<file path="src/rtl/core/tsma_fifo.sv">
// Two-entry queue of window means between the front and back ends.
// Depends on nothing.
module tsma_fifo (
  input  logic clk,
  input  logic rst,
  input  logic push,
  input  logic [11:0] push_data,
  output logic full,
  input  logic pop,
  output logic valid,
  output logic [11:0] data
);
  logic [11:0] mem [2];
  logic wr_ptr;
  logic rd_ptr;
  logic [1:0] count;

  assign full = (count == 2'd2);
  assign valid = (count != 2'd0);
  assign data = mem[rd_ptr];

  always_ff @(posedge clk) begin
    if (push) begin
      mem[wr_ptr] <= push_data;
    end
  end

  always_ff @(posedge clk) begin
    if (rst) begin
      wr_ptr <= 1'b0;
      rd_ptr <= 1'b0;
      count <= 2'd0;
    end else begin
      if (push) begin
        wr_ptr <= !wr_ptr;
      end
      if (pop) begin
        rd_ptr <= !rd_ptr;
      end
      if (push && !pop) begin
        count <= count + 2'd1;
      end else if (pop && !push) begin
        count <= count - 2'd1;
      end
    end
  end
endmodule

</file>
<file path="config.mk">
export PLATFORM = sky130hd
export DESIGN_NAME = tsma_fifo
export DESIGN_NICKNAME = d
export VERILOG_FILES = /design/src/rtl/core/tsma_fifo.sv
export SDC_FILE = /design/constraint.sdc
export NUM_CORES = 1
export LEC_CHECK = 0
export BUFFER_PORTS_ARGS = -buffer_cell sky130_fd_sc_hd__clkbuf_2
export CORE_MARGIN = 4
export CORE_UTILIZATION = 30
export CTS_CLUSTER_DIAMETER = 50
export DETAILED_ROUTE_END_ITERATION = 12
export GPL_TIMING_DRIVEN = 1
export PLACE_DENSITY_LB_ADDON = 0.05
export SLEW_MARGIN = 20
export SYNTH_ARGS = -nofsm -noshare
export SYNTH_HDL_FRONTEND = slang
export SYNTH_SLANG_ARGS = --single-unit
export TNS_END_PERCENT = 10
</file>
<file path="constraint.sdc">
create_clock -name clk -period 2.52 [get_ports clk]
set_clock_uncertainty 0.15 [all_clocks]
set_input_delay 0.252 -clock clk [delete_from_list [all_inputs] [get_ports clk]]
set_output_delay 0.252 -clock clk [all_outputs]
set_load 0.02 [all_outputs]
</file>
======== Word level (Yosys, flattened, before mapping) ========
Memory sizes are Yosys's and may differ from the RTL's. A register that Yosys moved wholly into a read port is not among the register bits.
Cells that the tools add are included.
cells by class
  muxes and demuxes ....................... 6
  equality and inequality tests ........... 1
  reductions and logical operators ........ 8
  $add $sub $neg .......................... 2
operator list
  cell                                              number
  logical NOT 1 bit                                 4
  2-to-1 mux 1 bit                                  4
  2-to-1 mux 2 bit                                  2
  nonzero test 2 bit                                2
  adder 2 x 1 -> 2 bit, second input constant       1
  == test 2 bit, second input constant              1
  logical AND 1 bit                                 2
  subtractor 2 x 1 -> 2 bit, second input constant  1
word-level totals
  input port bits ......................... 16
  output and inout port bits .............. 14
  memories ................................ 1
  memory bits (writable) .................. 24
  register bits after elaboration ......... 4
memory list
  name  depth  bits a word  rd ports  clocked after memory_dff  wr ports  RTL line  RTL
  mem   2      12           1         1                         1         13        logic [11:0] mem [2];

======== Depth between registers and ports, before layout ========
Gate-level depths: netlist (run 1).
  depth after elaboration ................. 4
  mapped depth ............................ 5
  gate-level depth less buffers ........... 5

======== Least setup slack after synthesis (run 1) ========
Ideal clock, no wire load.
  path kind ............................... register to register
  start ................................... reg wr_ptr
  end ..................................... mem mem[0][0], enable pin
  period minus slack after synthesis ...... 1.421 ns
  library setup time ...................... 0.382 ns
  cell stages (with the launch flop) ...... 2
  setup slack ............................. 1.099 ns
  arrival ................................. 0.889 ns
  cell sequence ........................... dfxtp_1 -> nor2b_1
RTL lines
  item                      RTL line  RTL
  start: declaration        14        logic wr_ptr;
  start signal: assignment  35        wr_ptr <= !wr_ptr;
  end: declaration          13
No word-level cell before the write port.

==> load_flow_metrics.sql, run 1 <==
INSERT INTO impl_metrics (metric_group, metric, value, unit) VALUES
('run_status', 'status', 'completed', ''),
('hold_path', 'hold-path-endpoint', 'rd_ptr$_SDFFE_PP0P_', ''),
('clock_tree', 'clock_latency_on_the_worst_skew_pair', '0.31', 'ns'),
('yosys', 'synth-seq-cells', '29', ''),
('clock_tree', 'ctsLongestPathBuffers', '2', ''),
('yosys', 'synth_top_family_by_area', 'multiplexers', ''),
('sta', 'hold-worst-slack', '0.0775', 'ns'),
('grt', 'grt_antenna_before_repair', '0', ''),
('hold_path', 'worst_hold_stages', '3', ''),
('critical_path', 'startpoint_of_the_most_critical_register_to_register_path', 'wr_ptr$_SDFFE_PP0P_', ''),
('clock_tree', 'numClockSinks', '29', ''),
('yosys', 'synthesis.instances', '59', ''),
('clock_tree', 'resize_count_post_cts', '0', ''),
('route', 'drt_iter0_drc', '12', ''),
('yosys', 'synth-adder-area-share', '1.17', '%'),
('power', 'power_report.internal_total', '769', 'µW'),
('critical_path', 'crit_path_cell_trace', 'mux2_2 > clkbuf_2', ''),
('route', 'detail_route.first_pass.iterations', '3', ''),
('grt', 'overflow_left_after_global_routing', '0', ''),
('critical_path', 'critPathBufInv', '1', ''),
('critical_path', 'cp.required', '2.12', 'ns'),
('power', 'share_comb_of_total_power', '15.7', '%'),
('die', 'rows', '21', ''),
('critical_path', 'worstPathArrival', '1.56', 'ns'),
('hold_path', 'hold_path_class', 'in -> reg', ''),
('critical_path', 'timing.critical_path.max_delay_family', 'flip-flops', ''),
('power', 'pwr_density_cell', '691', 'nW/µm²'),
('sta', 'transition_at_the_pin_with_the_smallest_max_transition_slack', '0.601', 'ns'),
('power', 'leakage', '0.580', 'nW'),
('route', 'via_per_inst', '4.12', ''),
('place', 'pre_cts_ws', '0.854', 'ns'),
('place', 'dpl_cell_area', '1280', 'µm²'),
('layout', 'insertedDiodeCount', '0', ''),
('layout', 'n_fill_cell', '325', ''),
('die', 'num_io_pins', '30', ''),
('die', 'dieArea', '4590', 'µm²'),
('grt', 'grt_start_max_net_pins', '13', ''),
('sta', 'rsz0062_at_grt', 'false', ''),
('route', 'vias', '638', ''),
('yosys', 'yosysTopAreaCell', 'edfxtp_1', ''),
('sta', 'final.period_utilization', '77.7', '%'),
('place', 'place.gp.congestion', '0.532', ''),
('layout', 'finished_cell_area', '1470', 'µm²'),
('yosys', 'synth_cell_type_count', '16', ''),
('critical_path', 'crit_path_top_delay_cell', 'dfxtp_1', ''),
('clock_tree', 'cts-buffers-inserted', '5', ''),
('yosys', 'compound_cell_area_share_of_the_yosys_netlist', '0.935', '%'),
('grt', 'grt_first_pass_wirelength', '2760', 'µm'),
('yosys', 'post_synth_instance_area', '1070', 'µm²'),
('yosys', 'postSynthNetCount', '76', ''),
('yosys', 'yosys-top-cells-area', 'edfxtp_1 67%, mux2_2 13%, dfxtp_1 9.3%', ''),
('critical_path', 'setup.worst_path.end_class', 'output pin', ''),
('yosys', 'synthXorXnorAreaFrac', '3.27', '%'),
('route', 'routed_wire_length_per_instance', '11.4', 'µm'),
('grt', 'grt_pass1_vias', '623', ''),
('critical_path', 'critPathMaxStageDelay', '0.68', 'ns'),
('die', 'die_height', '67.8', 'µm'),
('layout', 'num-nets-final', '125', ''),
('place', 'io_buffer_count', '29', ''),
('yosys', 'synthesis.area_per_instance', '18.2', 'µm²'),
('route', 'wirelength', '1760', 'µm'),
('place', 'place_hpwl', '1130', 'µm'),
('clock_tree', 'h-tree-depth', '2', ''),
('sta', 'setup_total_negative_slack', '0', 'ns'),
('critical_path', 'setup.worst_path.start_class', 'flip-flop', ''),
('yosys', 'synth_simple_gate_area_share', '4.56', '%'),
('layout', 'seq_area', '821', 'µm²'),
('critical_path', 'r2r_cells', '1', ''),
('grt', 'grt_util_all_layers', '9.08', '%'),
('layout', 'syn_to_final_growth', '36.8', '%'),
('critical_path', 'timing_worst_setup_path_type', 'reg -> out', '');
synth_stat cells:
library cell  instances
edfxtp_1             24
mux2_2               12
dfxtp_1               5
nor2_1                4
xnor2_1               2
xor2_1                2
a21oi_1               1
and2_1                1
and2b_2               1
buf_2                 1
ha_1                  1
inv_1                 1
nor2b_1               1
o21ai_0               1
or2_2                 1
or3_1                 1
worst max path at each step:
| stage | from | end | slack (ns) |
|---|---|---|---|
| 2_1_floorplan | wr_ptr$_SDFFE_PP0P_ | mem[0][0]$_DFFE_PP_ | 1.10 |
| 3_3_place_gp | flip-flop | data[6] | 0.85 |
| 3_5_place_dp | flip-flop | data[6] | 0.85 |
| 4_1_cts | flip-flop | data[6] | 0.48 |
| 5_1_grt | flip-flop | data[6] | 0.46 |
| 6_report | flip-flop | data[6] | 0.56 |
cells by family (layout without fill, tap and decap cells):
group,after synthesis,after routing
compound gates,2,2
buf+inv,2,52
xor+xnor,4,4
mux,12,12
simple gates,9,9
fa+ha+maj,1,1
flops,29,29
state kept, by name, indices dropped and copies added (netlist names), named ones only:
name    flops
rd_ptr      1
mem        24
wr_ptr      1
count       2
cells in the final DEF (no fill, tap or decap):
| master | instances |
|---|---|
| and2_1 | 1 |
| nor2b_1 | 1 |
| and2b_2 | 1 |
| xnor2_1 | 2 |
| dfxtp_1 | 5 |
| mux2_2 | 12 |
| buf_4 | 1 |
| or3_1 | 1 |
| or2_2 | 1 |
| a21oi_1 | 1 |
| o21ai_0 | 1 |
| clkbuf_8 | 1 |
| clkbuf_2 | 29 |
| clkbuf_1 | 2 |
| inv_1 | 1 |
| nor2_1 | 4 |
| xor2_1 | 2 |
| clkbuf_4 | 5 |
| dlygate4sd3_1 | 13 |
| ha_1 | 1 |
| edfxtp_1 | 24 |
metal layers:
metal | part of all wire, % | track usage (%)
met1 | 41 | 10.1
met2 | 49 | 13.4
met3 | 8.7 | 4.33
met4 | 1.4 | 6.84
met5 | 0 | 0
repair_timing:
item / 4_1_cts / 5_1_grt
hold buffers: 13 / 0
hold endpoints to repair: 29 / 0
buffers inserted: 0 / 0
power groups by stage:
stage	Sequential [mW]	Combinational [mW]	Clock, mW
detailed placement	0.585	0.146	0
floorplan	0.575	0.100	0
global route	0.577	0.174	0.328
finish	0.573	0.159	0.281
CTS	0.574	0.163	0.300
global placement	0.584	0.145	0
cell type report:
class | count | share of cell area (%)
inverters | 1 | 0.256
flip-flops and latches | 29 | 56.0
repair buffers | 43 | 19.3
clock buffers | 8 | 4.01
well taps | 46 | 3.93
multi-input cells | 28 | 16.5
Note: power is estimated with default switching activity, not from simulation.
==> inputs of run 2 (changes only) <==
--- a/config.mk
+++ b/config.mk
@@ -5,6 +5,7 @@
 export SDC_FILE = /design/constraint.sdc
 export NUM_CORES = 1
 export LEC_CHECK = 0
+export ABC_AREA = 1
 export BUFFER_PORTS_ARGS = -buffer_cell sky130_fd_sc_hd__clkbuf_2
 export CORE_MARGIN = 4
 export CORE_UTILIZATION = 30
==> constraint.sdc (replaced) <==
create_clock -name clk -period 1.64 [get_ports clk]
set_clock_uncertainty 0.15 [all_clocks]
set_input_delay 0.164 -clock clk [delete_from_list [all_inputs] [get_ports clk]]
set_output_delay 0.164 -clock clk [all_outputs]
set_load 0.02 [all_outputs]
==> run 2 against run 1 <==
Net effect: area after synthesis increased by 5.6%; flip-flop and latch count unchanged; power increased by 66%; design area increased by 11%; register-to-register slack got worse by 0.67 ns; worst setup slack got worse by 0.49 ns; die area increased by 4.9%; non-clock buffer count increased by 5; synthesized cell count increased by 19%; global-route usage decreased by 0.31 points; critical path depth increased by 1; first-iteration DRC count increased by 8.3%; critical path type unchanged.
==> load_flow_metrics.sql, run 2 <==
INSERT INTO impl_metrics (metric_group, metric, value, unit) VALUES
('clock_tree', 'cts_root_buf', 'clkbuf_8', ''),
('sta', 'slew_violations', '0', ''),
('layout', 'num-nets-final', '141', ''),
('critical_path', 'crit_path_cell_trace', 'buf_12 > mux2_2 > buf_2', ''),
('run_status', 'status', 'completed', ''),
('power', 'fin_total_pwr', '1.68', 'mW'),
('yosys', 'postSynthNetCount', '87', ''),
('clock_tree', 'cts-buffers-inserted', '5', ''),
('layout', 'insertedDiodeCount', '0', ''),
('run', 'cap_violations', '0', ''),
('layout', 'multiInputGateArea', '265', 'µm²'),
('route', 'drt.antenna.violating_nets', '0', ''),
('layout', 'finished_cell_area', '1630', 'µm²'),
('sta', 'fmaxAchievable', '637', 'MHz'),
('layout', 'seq_area', '825', 'µm²'),
('clock_tree', 'clock_latency_on_the_worst_skew_pair', '0.27', 'ns'),
('yosys', 'synthesis.instances', '70', ''),
('sta', 'final-hold-violation-count', '0', ''),
('die', 'die_height', '69.4', 'µm'),
('critical_path', 'cp.required', '1.33', 'ns'),
('grt', 'grt_first_pass_wirelength', '3190', 'µm'),
('sta', 'final_period_minus_worst_setup_slack', '1.57', 'ns'),
('yosys', 'synthTopCellsByCount', '24 x edfxtp_1, 10 x mux2_4, 9 x inv_1, 6 x nand2_1, 6 x nor2_1', ''),
('layout', 'registers.top_by_ff_count', 'mem', ''),
('hold_path', 'hold_path_class', 'in -> reg', ''),
('critical_path', 'timing_worst_setup_path_type', 'reg -> out', ''),
('yosys', 'synthesis.area_per_instance', '16.2', 'µm²'),
('layout', 'drive_gt1_share', '43.2', '%'),
('yosys', 'synth_most_common_cell', 'edfxtp_1', ''),
('grt', 'grt_antenna_before_repair', '0', ''),
('die', 'starting_density_of_the_core', '30.9', '%'),
('layout', 'finalCoreUtilization', '44.5', '%'),
('sta', 'rsz0062_at_grt', 'false', ''),
('route', 'routed_wire_length_per_instance', '11.1', 'µm'),
('place', 'place_hpwl', '1370', 'µm'),
('critical_path', 'critPathMaxFanout', '5', ''),
('yosys', 'synth_cell_type_count', '15', ''),
('clock_tree', 'numClockSinks', '29', ''),
('critical_path', 'worstPathArrival', '1.26', 'ns'),
('route', 'post-route-drc-count', '0', ''),
('layout', 'n_fill_cell', '354', ''),
('route', 'drt_iter0_drc', '13', ''),
('yosys', 'yosysTopAreaCell', 'edfxtp_1', ''),
('grt', 'grt_start_max_net_pins', '11', ''),
('critical_path', 'crit_path_top_delay_cell', 'dfxtp_4', ''),
('sta', 'transition_at_the_pin_with_the_smallest_max_transition_slack', '0.224', 'ns'),
('critical_path', 'setup.worst_path.end_class', 'output pin', ''),
('die', 'num_io_pins', '30', ''),
('die', 'core_area', '3660', 'µm²'),
('grt', 'overflow_left_after_global_routing', '0', ''),
('critical_path', 'setup.worst_path.start_class', 'flip-flop', ''),
('layout', 'most-common-layout-cells', '28 x clkbuf_2, 24 x edfxtp_1, 13 x dlygate4sd3_1', ''),
('clock_tree', 'cts_tree', 'done', ''),
('yosys', 'synth_edf_count', '24', ''),
('route', 'via_per_inst', '4.08', ''),
('die', 'rows', '22', ''),
('yosys', 'yosysWarnings', '0', ''),
('place', 'io_buffer_count', '29', ''),
('sta', 'hold-worst-slack', '0.0320', 'ns'),
('yosys', 'synth-seq-cells', '29', ''),
('yosys', 'async_flop_share', '0', '%'),
('yosys', 'dominantRegCellSynth', 'edfxtp_1', ''),
('route', 'wirelength', '1920', 'µm'),
('clock_tree', 'clk_slew_on_worst_s_h_paths', '0.06', 'ns'),
('critical_path', 'critPathMaxStageDelay', '0.38', 'ns'),
('grt', 'grt_util_all_layers', '8.77', '%'),
('place', 'dpl_cell_area', '1380', 'µm²'),
('grt', 'grt_pass1_vias', '721', ''),
('layout', 'largestRegisters', 'mem (24), count (2)', ''),
('sta', 'setup-violations-final', '0', ''),
('clock_tree', 'h-tree-depth', '2', ''),
('sta', 'setup_total_negative_slack', '0', 'ns'),
('die', 'floorplan.die.width', '69.4', 'µm'),
('layout', 'largest_register_ffs', '24', ''),
('power', 'leakage', '0.702', 'nW'),
('clock_tree', 'ctsLongestPathBuffers', '2', ''),
('yosys', 'synth_sequential_area_ratio', '72.6', '%'),
('route', 'detail_route.first_pass.iterations', '3', ''),
('sta', 'final.period_utilization', '95.7', '%'),
('critical_path', 'timing.critical_path.max_delay_family', 'flip-flops', ''),
('yosys', 'synthDominantCellAreaShare', '63.7', '%'),
('power', 'pwr_density_cell', '1030', 'nW/µm²'),
('layout', 'most_common_library_cell_in_the_layout_ignoring_fill_and_taps', 'clkbuf_2', ''),
('yosys', 'post_synth_instance_area', '1130', 'µm²'),
('layout', 'syn_to_final_growth', '43.9', '%'),
('place', 'place.gp.congestion', '0.613', ''),
('sta', 'slew_headroom', '85.1', '%'),
('critical_path', 'critPathBufInv', '2', ''),
('route', 'vias', '705', ''),
('yosys', 'yosys-top-cells-area', 'edfxtp_1 64%, mux2_4 13%, dfxtp_1 8.8%', ''),
('die', 'dieArea', '4820', 'µm²'),
('power', 'power.ir.vdd_worst', '0.405', 'mV');
run 2: cell count changes in the layout (fill, tap and decap cells not counted), moves of 2 or more:
cell,change
buf_12,+2
buf_4,+2
clkbuf_1,-2
clkbuf_4,-5
clkbuf_8,+4
clkinv_1,+2
inv_1,+8
mux2_2,-10
mux2_4,+10
nand2_1,+6
nor2_1,+2
xor2_1,-2
run 2: through the flow:
step	setup WS [ns]	cells
3_3_place_gp	0.243	150
3_5_place_dp	0.221	150
4_1_cts	0.0202	171
5_1_grt	0.0162	173
2_1_floorplan	0.257	70
6_report	0.0704	173
run 2: repair_timing:
item,CTS,global route
setup buffers,0,1
hold endpoints to repair,27,0
hold buffers,13,0
resized for setup,2,1
cloned,0,1
pin swaps,0,0
setup endpoints to repair,10,2
run 2: layout make-up:
class	instances	share of cell area (%)
Clock inverter	3	0.769
Timing Repair Buffer	48	22.3
Sequential cell	29	50.7
Tap cell	48	3.69
Multi-Input combinational cell	31	16.3
Inverter	9	2.08
Clock buffer	5	4.23
run 2: final timing paths:
path	end	slack, ns	from	depth (start not counted)
max	data[4]	0.07	flip-flop	3
min	rd_ptr$_SDFFE_PP0P_	0.03	pop	3
max reg2reg	mem[1][3]$_DFFE_PP_	0.46	wr_ptr$_SDFFE_PP0P_	3
min reg2reg	wr_ptr$_SDFFE_PP0P_	0.36	wr_ptr$_SDFFE_PP0P_	2
run 2: report_power, final:
group	total, mW	switching [mW]	internal (mW)
registers	0.865	0.0179	0.847
clock network	0.531	0.246	0.284
logic	0.289	0.138	0.150
total	1.68	0.403	1.28
run 2: cell families (layout without fill, tap and decap cells):
family                   Yosys count  count (layout)  share of synthesized area [%]
buffers and inverters             10              65                           3.98
adder cells (fa/ha/maj)            1               1                           1.11
multiplexers                      12              12                           15.3
flip-flops                        29              29                           72.6
AO/OA/AOI/OAI                      2               2                          0.884
AND/OR/NAND/NOR                   15              15                           5.42
XOR/XNOR                           1               1                          0.774
run 2: tightest hold or removal path, delay by kind of cell:
| family | cells | cell delay, ns |
|---|---|---|
| xor+xnor | 1 | 0.08 |
| buf+inv | 1 | 0.10 |
| simple gates | 1 | 0.08 |
run 2: per-layer routing:
layer / routed length (µm) / GRT usage (%)
met1: 851 / 10.2
met4: 30 / 5.21
met3: 114 / 4.20
met5: 0 / 0
met2: 926 / 13.0
