--- src/rtl/core/tsma_pkg.sv ---
// Package for the thermistor temperature block: sizes, constants, register
// indexes and the configuration struct. No dependencies.
package tsma_pkg;

  localparam int WINDOW_LEN = 12;
  localparam int SAMPLE_W = 12;
  localparam int SUM_W = $clog2(WINDOW_LEN * 4095 + 1);
  localparam int SLOT_W = $clog2(WINDOW_LEN);
  localparam int MEAN_S = 24;
  localparam int MEAN_K_W = MEAN_S;
  localparam logic [MEAN_K_W-1:0] MEAN_K =
    MEAN_K_W'(((64'd1 << MEAN_S) + WINDOW_LEN - 1) / WINDOW_LEN);

  localparam logic [11:0] FULL_SCALE = 12'd4095;
  localparam logic [15:0] R_MAX = 16'hFFFF;
  localparam logic [39:0] LN2_Q32 = 40'd2977044472;
  localparam logic signed [17:0] T_LOW = -18'sd27315;
  localparam logic signed [17:0] T_HIGH = 18'sd100000;
  localparam logic [16:0] KELVIN_CENTI = 17'd27315;
  localparam logic [16:0] Q_LIMIT = 17'd127315;
  localparam logic [4:0] LN_STEPS = 5'd27;

  localparam logic [15:0] SERIES_RESET = 16'd10000;
  localparam logic [39:0] COEF_A_RESET = 40'd312718699126;
  localparam logic [39:0] COEF_B_RESET = 40'd66987385000;
  localparam logic [39:0] COEF_C_RESET = 40'd18295874;

  localparam int PADDR_W = 5;
  localparam logic [1:0] REG_SERIES = 2'd0;
  localparam logic [1:0] REG_COEF_A = 2'd1;
  localparam logic [1:0] REG_COEF_B = 2'd2;
  localparam logic [1:0] REG_COEF_C = 2'd3;

  typedef struct packed {
    logic [15:0] series_resistance;
    logic [39:0] coef_a;
    logic [39:0] coef_b;
    logic [39:0] coef_c;
  } tsma_cfg_t;

endpackage

--- src/rtl/core/tsma_if.sv ---
// Valid/ready channel interfaces for converter samples and results.
// Depends on nothing.
interface tsma_in_if;
  logic valid;
  logic ready;
  logic [11:0] adc_sample;
  modport source (output valid, output adc_sample, input ready);
  modport sink (input valid, input adc_sample, output ready);
endinterface


--- src/rtl/core/tsma_front.sv ---
// Front end: sample window, running sum and window mean.
// Depends on tsma_pkg and tsma_in_if.
module tsma_front (
  input  logic clk,
  input  logic rst,
  tsma_in_if.sink adc_in,
  input  logic q_full,
  output logic q_push,
  output logic [11:0] q_mean
);
  import tsma_pkg::*;

  logic [SAMPLE_W-1:0] window [WINDOW_LEN];
  logic [SUM_W-1:0] running_sum;
  logic [SLOT_W-1:0] oldest_slot;
  logic pend;
  logic accept;
  logic [SUM_W+MEAN_K_W-1:0] prod;
  logic [SUM_W+MEAN_K_W-MEAN_S-1:0] mean_wide;

  assign adc_in.ready = !pend || !q_full;
  assign accept = adc_in.valid && adc_in.ready;
  assign q_push = pend && !q_full;

  assign prod = (SUM_W+MEAN_K_W)'(running_sum) * (SUM_W+MEAN_K_W)'(MEAN_K);
  assign mean_wide = prod[SUM_W+MEAN_K_W-1:MEAN_S];
  assign q_mean = (mean_wide > (SUM_W+MEAN_K_W-MEAN_S)'(FULL_SCALE)) ? FULL_SCALE
                                                                    : mean_wide[11:0];

  always_ff @(posedge clk) begin
    if (rst) begin
      for (int i = 0; i < WINDOW_LEN; i++) begin
        window[i] <= '0;
      end
      running_sum <= '0;
      oldest_slot <= '0;
      pend <= 1'b0;
    end else begin
      if (accept) begin
        window[oldest_slot] <= adc_in.adc_sample;
        running_sum <= running_sum - SUM_W'(window[oldest_slot])
                       + SUM_W'(adc_in.adc_sample);
        oldest_slot <= (oldest_slot == SLOT_W'(WINDOW_LEN - 1)) ? '0
                                                                 : oldest_slot + SLOT_W'(1);
        pend <= 1'b1;
      end else if (q_push) begin
        pend <= 1'b0;
      end
    end
  end
endmodule

--- src/flat_wrapper.sv ---
// flat-port wrapper written by rule: the top's interface ports become plain ports
module tsma_front_flat import tsma_pkg::*;
  (clk, rst, q_full, q_push, q_mean, adc_in_valid, adc_in_adc_sample, adc_in_ready);
  tsma_in_if adc_in_i ();
  input  logic clk;
  input  logic rst;
  input  logic q_full;
  output logic q_push;
  output logic [11:0] q_mean;
  input wire logic [$bits(adc_in_i.valid)-1:0] adc_in_valid;
  input wire logic [$bits(adc_in_i.adc_sample)-1:0] adc_in_adc_sample;
  output wire logic [$bits(adc_in_i.ready)-1:0] adc_in_ready;
  assign adc_in_i.valid = adc_in_valid;
  assign adc_in_i.adc_sample = adc_in_adc_sample;
  assign adc_in_ready = adc_in_i.ready;
  tsma_front u_core (.clk(clk), .rst(rst), .adc_in(adc_in_i), .q_full(q_full), .q_push(q_push), .q_mean(q_mean));
endmodule
--- config.mk ---
export PLATFORM = sky130hd
export DESIGN_NAME = tsma_front_flat
export DESIGN_NICKNAME = d
export VERILOG_FILES = /design/src/rtl/core/tsma_pkg.sv /design/src/rtl/core/tsma_if.sv /design/src/rtl/core/tsma_front.sv /design/src/flat_wrapper.sv
export SDC_FILE = /design/constraint.sdc
export NUM_CORES = 1
export LEC_CHECK = 0
export ABC_AREA = 1
export BUFFER_PORTS_ARGS = -buffer_cell sky130_fd_sc_hd__buf_2
export CAP_MARGIN = 5
export CORE_MARGIN = 2
export CORE_UTILIZATION = 55
export DETAILED_ROUTE_END_ITERATION = 6
export PLACE_DENSITY = 0.71
export SYNTH_ARGS = -nofsm -noshare
export SYNTH_HDL_FRONTEND = slang
export SYNTH_SLANG_ARGS = --single-unit
--- constraint.sdc ---
create_clock -name clk -period 11.6 [get_ports clk]
set_input_delay 2.32 -clock clk [delete_from_list [all_inputs] [get_ports clk]]
set_output_delay 2.32 -clock clk [all_outputs]
set_load 0.01 [all_outputs]
-- Yosys cells after proc, flatten, opt, wreduce, memory -nomap -nowiden
Memory sizes are Yosys's and may differ from the RTL's. A register that Yosys moved wholly into a read port is not among the register bits.
Cells that the tools add are included.
- bits in registers: 21
- bits in writable memories: 144
- input port bits: 16
- output and inout bits: 14
- memories: 1
- memories (memory ; words ; width ; rd ports ; clocked after Yosys merged registers in ; write ports ; line ; source):
    u_core.window ; 12 ; 12 ; 1 ; 1 ; 12 ; tsma_front.sv:13 ; logic [SAMPLE_W-1:0] window [WINDOW_LEN];
- add/subtract/negate cells: 3
- $mul: 1
- $lt $le $gt $ge: 1
- eq/ne operators: 1
- mux-type cells: 14
- reduce and logical (&&, ||, !) cells: 7
- operators by type and width (cell ; number):
    16-bit by 20-bit multiplier with 36-bit output, second input constant ; 1
    12-bit two-way mux ; 2
    16-bit by 12-bit adder with 16-bit output ; 1
    4-bit two-way mux ; 4
    16-bit by 12-bit subtractor with 16-bit output ; 1
    13-bit by 12-bit > comparator with 1-bit output, second input constant ; 1
    12-bit OR reduction ; 1
    1-bit two-way mux ; 8
    4-bit by 1-bit adder with 4-bit output, second input constant ; 1
    4-bit equality test, second input constant ; 1
    1-bit logical AND ; 2
    1-bit logical NOT ; 2
    2-bit nonzero test ; 1
    1-bit logical OR ; 1

-- Depth between registers and ports, before layout
Gate-level depths: netlist of the first run.
- word-level depth: 8
- gate-level depth with buffers: 26
- depth with buffers taken out: 26

-- Worst setup path after synthesis of the first run
Ideal clock, no wire load.
- path type: reg2out
- from: register u_core.running_sum[12]
- to: output q_mean[10]
- arrival time: 4.803 ns
- path slack: 4.477 ns
- cell stages (with the launch flop): 22
- path buffers: 1
- cells stage by stage: dfxtp_1 > ha_1 > fa_1 > fa_1 > inv_1 > fa_1 > inv_1 > fa_1 > fa_1 > ha_1 > nand2_1 > nand2_1 > inv_1 > nor2_1 > nor2_1 > o21bai_4 > a21oi_2 > nand2_1 > nand2_1 > nand2_2 > buf_6 > nand2_1
- word-level cells in the longest chain between the ends: 3
- RTL lines (element ; line ; source):
    start, declared ; tsma_front.sv:14 ; logic [SUM_W-1:0] running_sum;
    start signal, assigned ; tsma_front.sv:41 ; running_sum <= running_sum - SUM_W'(window[oldest_slot])
    16-bit by 20-bit multiplier with 36-bit output (*) ; tsma_front.sv:25 ; assign prod = (SUM_W+MEAN_K_W)'(running_sum) * (SUM_W+MEAN_K_W)'(MEAN_K);
    13-bit by 12-bit > comparator with 1-bit output ; tsma_front.sv:27 ; assign q_mean = (mean_wide > (SUM_W+MEAN_K_W-MEAN_S)'(FULL_SCALE)) ? FULL_SCALE
    12-bit two-way mux (*) ; tsma_front.sv:27 ;
    end, declared ; flat_wrapper.sv:9 ; output logic [11:0] q_mean;
Every way passes the cells marked *; elsewhere a longest branch is shown, timed or not.

-- Worst setup path after layout of the first run
- from: register u_core.running_sum[12]
- to: output q_mean[7]
The elaborated chain is that of the path after synthesis.

==> impl.org, run 1 <==
** GRT
- In the global route stage, met2 resource usage came out at 0.4742.
- Global-route usage over all layers :: 0.2621
- Met3 layer usage reported by global route :: 0.02884
- The total overflow left after global routing is 0.
- Wire length of the first global-routing pass :: 59210 um
- Vias in the first global route :: 11063
- Global routing's busiest layer :: met2
- Number of antenna violations at the first check in global routing :: 0
- Entering global routing, the biggest net connects 76 pins.
- In the global route stage, met1 resource usage came out at 0.3271.

** Clock tree
- After clock tree synthesis, the clock-pin slew on the worst setup and hold paths is 0.06 ns.
- Max Buffers Root-to-Sink :: 3
- TritonCTS built the clock tree.
- Total clock sinks :: 217
- Once the clock tree was built, the setup fixing pass inserted 0 buffers.
- H-tree Lvls :: 1
- Root buf cell :: sky130_fd_sc_hd__clkbuf_16
- Latest clock arrival within the worst-skew pair :: 0.52 ns
- After clock tree synthesis, the flow added hold-fix buffers numbering 0.
- Once the clock tree was built, the resizer swapped 0 gates to a different size.
- The number of clock buffers added by TritonCTS is 23.

** Floorplanning
- Core Box Area :: 27780 um^2
- Vertical die dimension :: 172.1 um
- During I/O placement, the number of pins put on the boundary was 30.
- Initial core utilization :: 0.5596
- After floorplanning, the core was divided into 61 placement rows.
- The die covers 29630 um^2.
- Die outline width :: 172.1 um

** Setup path
- Required time reported for the critical path endpoint :: 9.28 ns
- Data arrival time of the worst path :: 5.75 ns
- Crit-path max FO :: 12
- Class of the most critical setup path :: flip-flop to output port
- Element type at the critical path end :: output port
- The worst setup path is launched from a flip-flop.

** Routing
- Remaining DRCs :: 0
- Across all layers, the routed design uses 11513 vias.
- After the first detailed-routing iteration, the DRC count stood at 727.
- The routed design has 37590 um of wire.
- Number of optimization iterations in the first detailed-route pass :: 5
- Remaining number of nets flagged by the antenna check after routing :: 0
- Dividing the detail-routed via count by the number of cells gives 5.554.
- Dividing the detail-routed wire length by the instance count gives 18.13 um.

** Cells and area
- The final layout contains 1923 nets.
- In the final layout, the share of cells above drive strength 1 is 0.05015.
- The filler cells instantiated in the layout total 2439.
- Antenna cell count :: 0
- Layout overhead on the synthesized area :: 6.591%

** Timing
- Setup repair after global routing left no endpoint under its margin.
- In the finished design, the share of the clock period the worst path needs comes to 0.6960.
- On the final layout, the worst hold slack is 0.5395 ns.
- Maximum clock frequency :: 123.9 MHz
- The clock arrives with 0.02598 ns of skew.
- Final setup violation count :: 0
- Shortest clock period the worst path allows after layout :: 8.073 ns
- Final Max Tran Viols :: 0
- Measured against its own limit, the worst slew margin works out to 0.1404.
- In the final timing run, aggregate negative setup slack is 0 ns.
- Worst Tran Pin Value :: 1.285 ns
- Number of failing hold endpoints at the final stage :: 0

** Synthesis
- After synthesis the netlist holds a flip-flop and latch count of 217.
- The share of synthesized area in the top cell type comes to 0.3708.
- After synthesis, the netlist uses 39 different library cells.
- Post-synth top area cell :: sky130_fd_sc_hd__edfxtp_1
- Post-synthesis average cell area :: 9.232 um^2
- Sorting the synthesized cells by area gives the leading types as sky130_fd_sc_hd__edfxtp_1, sky130_fd_sc_hd__fa_1, sky130_fd_sc_hd__ha_1, sky130_fd_sc_hd__inv_1, sky130_fd_sc_hd__nor2_1.
- The synthesized netlist occupies a cell area of 15550 um^2.
- Counting every net in the synthesized netlist gives 1927.
- Of the synthesized area, sequential elements account for 0.4030.
- For this run, the number of Yosys warnings is 0.
- Counting every instance in the synthesized netlist gives 1684.
- Counting flops with a built-in enable in the synthesized netlist gives 192.
- Async SR Flop Fraction :: 0
- Among all flip-flop cells after synthesis, the most frequent one is sky130_fd_sc_hd__edfxtp_1.

** Min path
- The tightest min-delay check is of the flip-flop to flip-flop type.

** Placed design
- After legalization and detailed placement, the total HPWL measured 27470 um.
- Final GP Congestion :: 0.8847
- Port buffering added 29 buffers.

** Job
- Across the run, the number of max-cap violations was 0.

** Outcome
- The flow ran to the end, and the final reports show no timing, DRC or antenna violations.
[final timing paths]
check / start / endpoint / slack [ns] / cells past startpoint
max: u_core.running_sum[12] / q_mean[7] / 3.53 / 20
min reg2reg: u_core.pend / u_core.pend / 0.54 / 2
min: u_core.pend / u_core.pend / 0.54 / 2
max reg2reg: flip-flop / u_core.running_sum[15] / 6.79 / 18
[layout by cell type, fill, tap and decap left out, types with 5 or more instances in the layout]
cell	netlist	routed
sky130_fd_sc_hd__a21o_1	9	9
sky130_fd_sc_hd__a21oi_1	114	114
sky130_fd_sc_hd__buf_2	23	29
sky130_fd_sc_hd__buf_4	3	5
sky130_fd_sc_hd__clkbuf_1	33	5
sky130_fd_sc_hd__clkbuf_16	0	23
sky130_fd_sc_hd__clkinv_1	1	7
sky130_fd_sc_hd__clkinv_2	0	5
sky130_fd_sc_hd__dfxtp_1	25	23
sky130_fd_sc_hd__edfxtp_1	192	192
sky130_fd_sc_hd__fa_1	89	89
sky130_fd_sc_hd__ha_1	138	138
sky130_fd_sc_hd__inv_1	306	305
sky130_fd_sc_hd__mux2i_1	48	48
sky130_fd_sc_hd__nand2_1	214	214
sky130_fd_sc_hd__nand2_2	7	7
sky130_fd_sc_hd__nand3_1	56	56
sky130_fd_sc_hd__nand4_1	6	6
sky130_fd_sc_hd__nor2_1	217	217
sky130_fd_sc_hd__nor3_1	7	6
sky130_fd_sc_hd__o211ai_1	51	51
sky130_fd_sc_hd__o21ai_0	100	100
sky130_fd_sc_hd__o21ai_1	5	5
sky130_fd_sc_hd__xor2_1	8	8
[area by class of cell]
cell class	instances	area, um^2	share of cell area
Multi-Input combinational cell	1096	7839	0.4730
Sequential cell	217	6271	0.3784
Inverter	308	1156	0.06976
Clock buffer	28	594.3	0.03586
Tap cell	378	473.0	0.02854
Timing Repair Buffer	34	182.7	0.01102
Clock inverter	12	56.30	0.003398
[per-stage QoR]
step                cells  worst slack (ns)  utilization  area, um^2
CTS                  2073             3.462       0.5965       16570
floorplan            1684             4.477            -       15550
global route         2073             3.107       0.5965       16570
detailed placement   2033             3.990       0.5731       15920
finish               2073             3.527       0.5965       16570
global placement     2033             4.108       0.5731       15920
[worst max-delay path, cell delays in order, from the launching register on]
cell,delay [ns]
sky130_fd_sc_hd__dfxtp_1,0.44
sky130_fd_sc_hd__ha_1,0.31
sky130_fd_sc_hd__fa_1,0.54
sky130_fd_sc_hd__fa_1,0.71
sky130_fd_sc_hd__inv_1,0.10
sky130_fd_sc_hd__fa_1,0.61
sky130_fd_sc_hd__inv_1,0.08
sky130_fd_sc_hd__fa_1,0.45
sky130_fd_sc_hd__fa_1,0.47
sky130_fd_sc_hd__ha_1,0.34
sky130_fd_sc_hd__nand2_1,0.08
sky130_fd_sc_hd__nand2_1,0.05
sky130_fd_sc_hd__inv_1,0.06
sky130_fd_sc_hd__nor2_1,0.04
sky130_fd_sc_hd__nor2_1,0.19
sky130_fd_sc_hd__o21bai_4,0.09
sky130_fd_sc_hd__a21oi_2,0.14
sky130_fd_sc_hd__nand3_1,0.10
sky130_fd_sc_hd__nand2_2,0.21
sky130_fd_sc_hd__nand2_1,0.07
sky130_fd_sc_hd__buf_2,0.14
[layer usage]
metal | vias to the layer above | routed length [um]
met5 | - | 0
met4 | 0 | 1258
met3 | 71 | 2229
met2 | 374 | 19120
met1 | 5526 | 14980
li1 | 5542 | -
[flip-flops by register name, indices dropped and copies added (netlist names), named ones only]
| name | flops |
|---|---|
| u_core.window | 192 |
| u_core.running_sum | 16 |
| u_core.oldest_slot | 4 |
| u_core.pend | 1 |
[kinds of logic after synthesis]
family          Yosys count  share of synthesized area
fa+ha+maj               227                     0.2257
buf+inv                 371                    0.09311
mux                      48                    0.03090
simple gates            520                     0.1355
compound gates          291                     0.1061
xor+xnor                 10                   0.005634
flops                   217                     0.4030
[synth_stat cells (33+ instances only)]
library cell	instances
sky130_fd_sc_hd__mux2i_1	48
sky130_fd_sc_hd__nand2_1	214
sky130_fd_sc_hd__o21ai_0	100
sky130_fd_sc_hd__nand3_1	56
sky130_fd_sc_hd__clkbuf_1	33
sky130_fd_sc_hd__ha_1	138
sky130_fd_sc_hd__a21oi_1	114
sky130_fd_sc_hd__inv_1	306
sky130_fd_sc_hd__nor2_1	217
sky130_fd_sc_hd__fa_1	89
sky130_fd_sc_hd__edfxtp_1	192
sky130_fd_sc_hd__o211ai_1	51
Power of run 1 is left out: the tool's default activity adds up to more than one toggle a clock period on the data nets, which glitch-free logic cannot reach.
==> inputs of run 2 (changes only) <==
--- a/config.mk
+++ b/config.mk
@@ -5,13 +5,13 @@
 export SDC_FILE = /design/constraint.sdc
 export NUM_CORES = 1
 export LEC_CHECK = 0
-export ABC_AREA = 1
+export ABC_AREA = 0
 export BUFFER_PORTS_ARGS = -buffer_cell sky130_fd_sc_hd__buf_2
 export CAP_MARGIN = 5
 export CORE_MARGIN = 2
 export CORE_UTILIZATION = 55
 export DETAILED_ROUTE_END_ITERATION = 6
-export PLACE_DENSITY = 0.71
+export PLACE_DENSITY = 0.74
 export SYNTH_ARGS = -nofsm -noshare
 export SYNTH_HDL_FRONTEND = slang
 export SYNTH_SLANG_ARGS = --single-unit
==> constraint.sdc (replaced) <==
create_clock -name clk -period 6.8 [get_ports clk]
set_input_delay 1.36 -clock clk [delete_from_list [all_inputs] [get_ports clk]]
set_output_delay 1.36 -clock clk [all_outputs]
set_load 0.01 [all_outputs]
==> run 2 against run 1 <==
  * The flow now finishes with violations (setup timing)
  * Synthesized cell count down 33%
  * Final area decreased by 0.71%
  * Register-to-register slack got worse by 4.8 ns
  * Largest cell class unchanged
  * Non-clock buffer count up 78
  * Critical path type unchanged
  * Wire length decreased by 21%
  * Die area decreased by 7.3%
==> impl.org, run 2 <==
** Outcome
- The final reports fail on setup timing.
- The run finished, with violations left.

** Placed design
- The congestion estimate from routability-driven global placement came to 0.8226.
- Post-Place Setup Slack :: -0.3266 ns
- The wire-length estimate of the detail-placed layout is 21330 um.
- Count of input and output buffers :: 29

** Timing
- The clock arrives with 0.009251 ns of skew.
- Dividing the final minimum period by the clock period gives 1.088.
- Shortest clock period the worst path allows after layout :: 7.399 ns
- The final count of hold timing violations was 0.
- Final setup violation count :: 12
- Worst Tran Pin Value :: 0.8481 ns
- Final setup margin :: -0.5993 ns
- Maximum clock frequency :: 135.1 MHz
- The max-slew violation total from the final report was 0.
- The worst pin sits at a relative slew slack of 0.4346.
- Setup repair after global routing missed its margin :: true
- After routing, the total negative slack on setup checks comes to -6.952 ns.

** Synthesis
- Of the post-synthesis cell area, the dominant cell type holds 0.4009.
- Mapped Nets :: 1373
- In the synthesized netlist the async set-or-reset flop fraction comes to 0.
- Averaged over all synthesized cells, the footprint is 12.73 um^2.
- The synthesized netlist occupies a cell area of 14380 um^2.
- The commonest cells after synthesis are sky130_fd_sc_hd__edfxtp_1, sky130_fd_sc_hd__inv_1, sky130_fd_sc_hd__and3_1.
- Top area cells in the synthesized netlist :: sky130_fd_sc_hd__edfxtp_1, sky130_fd_sc_hd__fa_1, sky130_fd_sc_hd__ha_1, sky130_fd_sc_hd__mux4_2, sky130_fd_sc_hd__and3_1
- Count of state elements after synthesis :: 217
- Warnings from Yosys :: 0
- The most used flip-flop cell after synthesis is sky130_fd_sc_hd__edfxtp_1.
- Number of unique standard cell types used by synthesis :: 48
- Yosys mapped a number of flops with a built-in enable equal to 192.
- Post-synth top area cell :: sky130_fd_sc_hd__edfxtp_1
- Sequential cell area fraction in the yosys report :: 0.4357
- By instance count, the leading cell after synthesis is sky130_fd_sc_hd__edfxtp_1.
- Post-synthesis cell count :: 1130

** Setup path
- The critical path in this run is classified as flip-flop to output port.
- The worst register-to-register path ends at u_core.running_sum[15].
- Broken down by cell family, the worst path's largest delay share belongs to adder cells.
- The worst setup path is launched from a flip-flop.
- STA classifies the critical path endpoint as an output port.
- Crit-path cells :: ha_4 > fa_2 > fa_2 > inv_2 > fa_2 > inv_2 > fa_2 > fa_1 > ha_4 > nand4_1 > nor4_4 > nand4_1 > a31oi_4 > o211a_4 > a31oi_4 > o21ai_2 > xnor2_2 > clkbuf_16 > o21ai_2 > buf_2
- For the worst setup path, the data arrival time is 6.04 ns.
- In this design, the stage delay of the slowest critical-path cell is 0.60 ns.
- The slowest stage of the critical path is the sky130_fd_sc_hd__fa_2 cell.
- For flop-to-flop paths, the worst setup slack is 1.96 ns.
- Counting cells, the worst reg-to-reg path comes to 14.
- In this run the number of cells on the critical path is 20.
- Crit path buf inv count :: 4
- Most repeated library cell on the critical path :: sky130_fd_sc_hd__fa_2
- Crit-path max FO :: 6
- Required time reported for the critical path endpoint :: 5.44 ns

** Cells and area
- Layout overhead on the synthesized area :: 14.43%
- In the layout the commonest cells are sky130_fd_sc_hd__edfxtp_1, sky130_fd_sc_hd__inv_1, sky130_fd_sc_hd__and3_1.
- Total Nets Final :: 1445
- The register with the most flip-flops in the layout has 192 of them.
- Once layout is complete, the utilization of the core stands at 0.6369.
- In the final layout, the share of cells above drive strength 1 is 0.2192.
- Largest register by flop count :: u_core.window
- Leaving out fill and tap cells, the most frequent cell in the layout is sky130_fd_sc_hd__edfxtp_1.
- Registers with the most flip-flops :: u_core.window (192), u_core.running_sum (16), u_core.oldest_slot (4)
- Number of fill cells :: 1891

** Min path
- The min-delay analysis places its worst path in the category flip-flop to flip-flop.
- The worst hold path terminates at u_core.pend.
- The worst hold path passes through 2 cells.
- Hold_sp :: u_core.pend

** Floorplanning
- Initial core utilization :: 0.5566
- The floorplan step defined a core boundary enclosing 25840 um^2.
- In this run the count of I/O pins placed on the die edge is 30.
- Vertical die dimension :: 165.7 um
- Die outline width :: 165.7 um
- In this run the core area contains 59 standard-cell rows.
- Die Area :: 27450 um^2

** Clock tree
- CTS tree :: built
- Total clock sinks :: 217
- For this design, the CTS-stage hold fixing added 0 buffers.
- The longest clock path from root to sink contains 3 buffers.
- CTS placed an instance of sky130_fd_sc_hd__clkbuf_16 at the clock tree root.
- Buffers inserted during clock tree synthesis total 22.
- The later pin in the worst-skew pair is clocked with a latency of 0.51 ns.
- CTS built an H-tree with a depth of 1.
- Register clock-pin slew on the reported worst setup and hold paths :: 0.07 ns

** Routing
- Dividing the detail-routed wire length by the instance count gives 19.04 um.
- After detailed routing, the met3 layer carries 907 um of wire.
- In the routed layout, each cell is associated on average with a via count of 5.658.
- Number of optimization iterations in the first detailed-route pass :: 4
- Remaining DRCs :: 0
- Routed metal-1 wire length :: 12230 um
- Summed over all nets, wire length on met2 after detailed routing comes to 15660 um.
- Vias :: 8792
- The routed design has 29580 um of wire.
- Highest routing layer actually used :: met4
- The first routing iteration left 624 violations.
- Once detail routing completed, the nets flagged for antenna violations numbered 0.

** Job
- Number of max-capacitance violations reported :: 0

** GRT
- Global routing finished with a remaining overflow of 0.
- Wire length of the first global-routing pass :: 48710 um
- Largest net degree at the start of global routing :: 53
- Number of antenna violations at the first check in global routing :: 1
- Vias in the first global route :: 9425
- For this run, the total global-route usage over all layers was measured as 0.2206.
## run 2: cell count changes after synthesis, moves of 21 or more
cell	previous run	this run
sky130_fd_sc_hd__mux2i_1	48	0
sky130_fd_sc_hd__nand2_1	214	48
sky130_fd_sc_hd__nand3_1	56	10
sky130_fd_sc_hd__inv_1	306	169
sky130_fd_sc_hd__buf_2	23	2
sky130_fd_sc_hd__nor2_1	217	25
sky130_fd_sc_hd__o211ai_1	51	1
sky130_fd_sc_hd__o21ai_0	100	11
sky130_fd_sc_hd__and3_1	0	144
sky130_fd_sc_hd__mux4_2	0	60
sky130_fd_sc_hd__a21oi_1	114	32
sky130_fd_sc_hd__clkbuf_1	33	54
## run 2: worst max-delay path by stage
stage | start | to | slack, ns
4_1_cts | u_core.running_sum[1] | q_mean[1] | -0.63
5_1_grt | u_core.running_sum[12] | q_mean[1] | -0.83
3_3_place_gp | u_core.running_sum[12] | q_mean[0] | -0.17
3_5_place_dp | u_core.running_sum[12] | q_mean[1] | -0.33
2_1_floorplan | u_core.running_sum[12] | q_mean[5] | 0.003
6_report | u_core.running_sum[12] | q_mean[1] | -0.60
## run 2: stage by stage
stage	std cells	hold WS, ns	area, um^2
after floorplan	1130	0.4653	14420
after global placement	1505	0.4789	15330
after detailed placement	1505	0.4963	15330
after CTS	1551	0.5111	16380
after global routing	1554	0.5448	16450
final	1554	0.5057	16450
## run 2: kinds of logic (layout without fill, tap and decap cells)
| family | after synthesis | in the layout | synth area share |
|---|---|---|---|
| AO/OA/AOI/OAI | 96 | 96 | 0.04699 |
| XOR/XNOR | 23 | 23 | 0.01401 |
| other | 0 | 1 | 0 |
| flip-flops | 217 | 217 | 0.4357 |
| multiplexers | 60 | 60 | 0.09397 |
| buffers and inverters | 233 | 321 | 0.06126 |
| adder cells (fa/ha/maj) | 227 | 227 | 0.2440 |
| AND/OR/NAND/NOR | 274 | 274 | 0.1041 |
## run 2: what timing repair did
action	4_1_cts	5_1_grt
buffers inserted	5	3
endpoints found under the setup margin	12	12
resized for setup	39	17
pin swaps	41	22
gates cloned	1	0
## run 2: final cells by class
type | instances | area [um^2] | area share
multi-input combinational | 680 | 7528 | 0.4575
sequential | 217 | 6277 | 0.3815
timing repair buffer | 112 | 812.0 | 0.04935
inverter | 169 | 636.9 | 0.03870
clock buffer | 26 | 586.8 | 0.03566
tap | 335 | 419.2 | 0.02547
clock inverter | 14 | 191.4 | 0.01163
antenna | 1 | 2.502 | 0.0001521
## run 2: metal layers
metal  vias up  track usage
met3        53      0.02151
met5         -            0
met2       193       0.4075
met4         0      0.06503
li1       4167            -
met1      4379       0.2759
## run 2: worst min-delay path: stages, from the launching register on
cell and delay (ns):
sky130_fd_sc_hd__dfxtp_1 0.34, sky130_fd_sc_hd__a21oi_1 0.06, sky130_fd_sc_hd__nor2_1 0.07
Power of run 2 is left out for the same reason.
==> inputs of run 3 (changes only) <==
--- a/config.mk
+++ b/config.mk
@@ -6,7 +6,7 @@
 export NUM_CORES = 1
 export LEC_CHECK = 0
 export ABC_AREA = 0
-export BUFFER_PORTS_ARGS = -buffer_cell sky130_fd_sc_hd__buf_2
+export BUFFER_PORTS_ARGS = -buffer_cell sky130_fd_sc_hd__buf_4
 export CAP_MARGIN = 5
 export CORE_MARGIN = 2
 export CORE_UTILIZATION = 55
==> run 3 against run 2 <==
  * The run still ends with setup timing left
  * Worst hold slack worse by 0.0014 ns
  * Final cell count is 0.51% lower
  * Global-route usage is 0.25 points lower
  * Via count is 0.44% lower
  * Clock skew is 0.0016 ns higher
  * Wire length is 0.16% higher
==> impl.org, run 3 (synthesis gave the netlist of run 2 again) <==
** Clock tree
- H-tree Lvls :: 1
- Max Buffers Root-to-Sink :: 3
- CTS tree :: built
- The clock reaches the later pin of the worst-skew pair after 0.51 ns.
- TritonCTS created 22 clock buffers.
- Root buf cell :: sky130_fd_sc_hd__clkbuf_16
- CTS Hold Bufs :: 0
- After clock tree synthesis, the clock-pin slew on the worst setup and hold paths is 0.06 ns.
- For this design, the sink count on the clock tree is 217.

** Timing
- Final Max Tran Viols :: 0
- Relative max-transition margin :: 0.4300
- Setup repair after global routing missed its margin :: true
- After layout, the worst setup slack is -0.7304 ns.
- Setup violations remaining at the end of the flow were counted as 12.
- Shortest clock period the worst path allows after layout :: 7.530 ns
- For the final database, setup skew stands at 0.01083 ns.
- The final count of hold timing violations was 0.
- In the finished design, the share of the clock period the worst path needs comes to 1.107.
- For this run, the top clock speed supported by timing is 132.8 MHz.
- Worst Tran Pin Value :: 0.8530 ns
- Sum Neg Setup Slack :: -8.610 ns

** Min path
- The min-delay analysis places its worst path in the category flip-flop to flip-flop.

** Setup path
- Crit path buf inv count :: 5
- Element type at the critical path end :: output port
- On the critical path the largest part of the delay comes from adder cells.
- The largest individual stage delay along the critical path comes from the cell sky130_fd_sc_hd__fa_2.
- The largest single stage delay on the critical path is 0.55 ns.
- Data arrival time of the worst path :: 6.17 ns
- Crit-path cells :: ha_4 > inv_2 > fa_2 > fa_2 > buf_6 > fa_1 > xor2_1 > ha_1 > fa_1 > ha_4 > nand4_1 > nor4_4 > nand4_1 > a31oi_1 > buf_4 > o211a_4 > a31oi_4 > o21ai_2 > xnor2_2 > buf_6 > nand2_1 > buf_4
- Startpoint Class :: flip-flop
- Of all nets on the critical path, the largest fanout is 6.
- Data on the critical path is required at its endpoint by 5.44 ns.
- Class of the most critical setup path :: flip-flop to output port

** Routing
- Drt total wl :: 29630 um
- The first TritonRoute pass finished after 4 iterations.
- Dividing the detail-routed via count by the number of cells gives 5.662.
- In the routed design, unresolved DRC markers number 0.
- Vias :: 8753
- Number of violations reported at the end of detailed-routing iteration 0 :: 496
- Wirelength per Cell :: 19.17 um
- The count of nets left with antenna violations once routing finished came out at 0.

** Cells and area
- The register with the most flip-flops in the final layout is u_core.window.
- The library cell used most frequently in the layout, excluding fill and tap cells, is sky130_fd_sc_hd__edfxtp_1.
- The register with the most flip-flops in the layout has 192 of them.
- Total Nets Final :: 1440
- Post-route non-filler standard cell count :: 1546
- From synthesis to final layout, the design area changed by 13.55%.
- Proportion of layout cells with a drive suffix above 1 :: 0.2007
- 0 antenna diodes ended up in the layout.
- Commonest cells after routing, fill and taps aside :: sky130_fd_sc_hd__edfxtp_1, sky130_fd_sc_hd__inv_1, sky130_fd_sc_hd__and3_1
- Registers with the most flip-flops :: u_core.window (192), u_core.running_sum (16), u_core.oldest_slot (4)

** Outcome
- Outcome :: finished with violations
- Violations in the final reports :: setup timing

** GRT
- The global routing stage identified its most utilized layer as met2.
- For this run, the total global-route usage over all layers was measured as 0.2181.
- The first global-routing pass estimated 47800 um of wire.
- Summed over all layers, the global routing overflow is 0.
- Met2 track utilization from global routing :: 0.4086
- The number of global-route vias before repair is 9176.
- The initial antenna violation count came to 0.
- Global-route track usage on met1 :: 0.2692
- Met3 layer usage reported by global route :: 0.02270
- Largest net degree at the start of global routing :: 53

** Floorplanning
- Initial core utilization :: 0.5566
- The floorplan step set the die width to 165.7 um.
- The die covers 27450 um^2.
- Row generation in the floorplan step produced 59 rows.
- The floorplan step set the die height to 165.7 um.
- Total I/O pin count :: 30
- Core Box Area :: 25840 um^2

** Placed design
- The count of buffers added on input and output ports is 29.
- Final GP Congestion :: 0.8283
- Instance count after placement with tap cells included :: 1500
- HPWL Detailed :: 21670 um

** Job
- The tool flagged a number of max-cap violations equal to 0.
==> run 3: changes by cell type in the layout (fill, tap and decap cells not counted), sizes merged <==
cell / before / now
buf: 111 / 107
clkbuf: 27 / 30
bufinv: 4 / 2
clkinv: 6 / 4
clkinvlp: 3 / 1
diode: 1 / 0
==> run 3: worst paths after layout <==
kind / start / to / slack (ns) / cells past startpoint
worst max-delay path: u_core.running_sum[3] / q_mean[3] / -0.73 / 22
worst min-delay path: u_core.pend / u_core.pend / 0.50 / 2
worst max register to register: flip-flop / u_core.running_sum[15] / 1.91 / 14
worst min register to register: u_core.pend / u_core.pend / 0.50 / 2
==> run 3: worst reg2reg max path: cells and delay by family, from the launching register on <==
family	cells	cell delay, ns
AO/OA/AOI/OAI	7	1.75
adder cells (fa/ha/maj)	2	0.81
buffers and inverters	2	0.39
flip-flops	1	0.58
multiplexers	2	1.11
AND/OR/NAND/NOR	1	0.12
==> run 3: layer usage <==
layer	wire length [um]	share of wire
met5	0	0
met4	603	0.020
met3	1072	0.036
met2	15820	0.53
met1	12130	0.41
==> run 3: repair_timing <==
| item | 4_1_cts | 5_1_grt |
|---|---|---|
| cloned | 1 | 0 |
| buffers inserted | 3 | 4 |
| gates resized for setup | 35 | 12 |
| setup endpoints to repair | 12 | 12 |
| pin swaps | 24 | 14 |
==> run 3: layout make-up <==
cell class	instances	area [um^2]
clock inverters	8	100.1
clock buffers	30	611.8
flip-flops and latches	217	6276
multi-input cells	680	7446
inverters	169	634.4
fillers	1918	9509
well taps	335	419.2
repair buffers	107	840.8
==> run 3: metrics by stage <==
step / hold slack [ns] / util / setup slack, ns / cell area [um^2]
2_1_floorplan: 0.4653 / - / 0.003361 / 14420
3_3_place_gp: 0.4782 / 0.5943 / -0.1459 / 15350
3_5_place_dp: 0.4935 / 0.5943 / -0.3542 / 15350
4_1_cts: 0.5076 / 0.6286 / -0.6346 / 16240
5_1_grt: 0.5728 / 0.6320 / -0.9813 / 16330
6_report: 0.5043 / 0.6320 / -0.7304 / 16330
Power of run 3 is left out for the same reason.
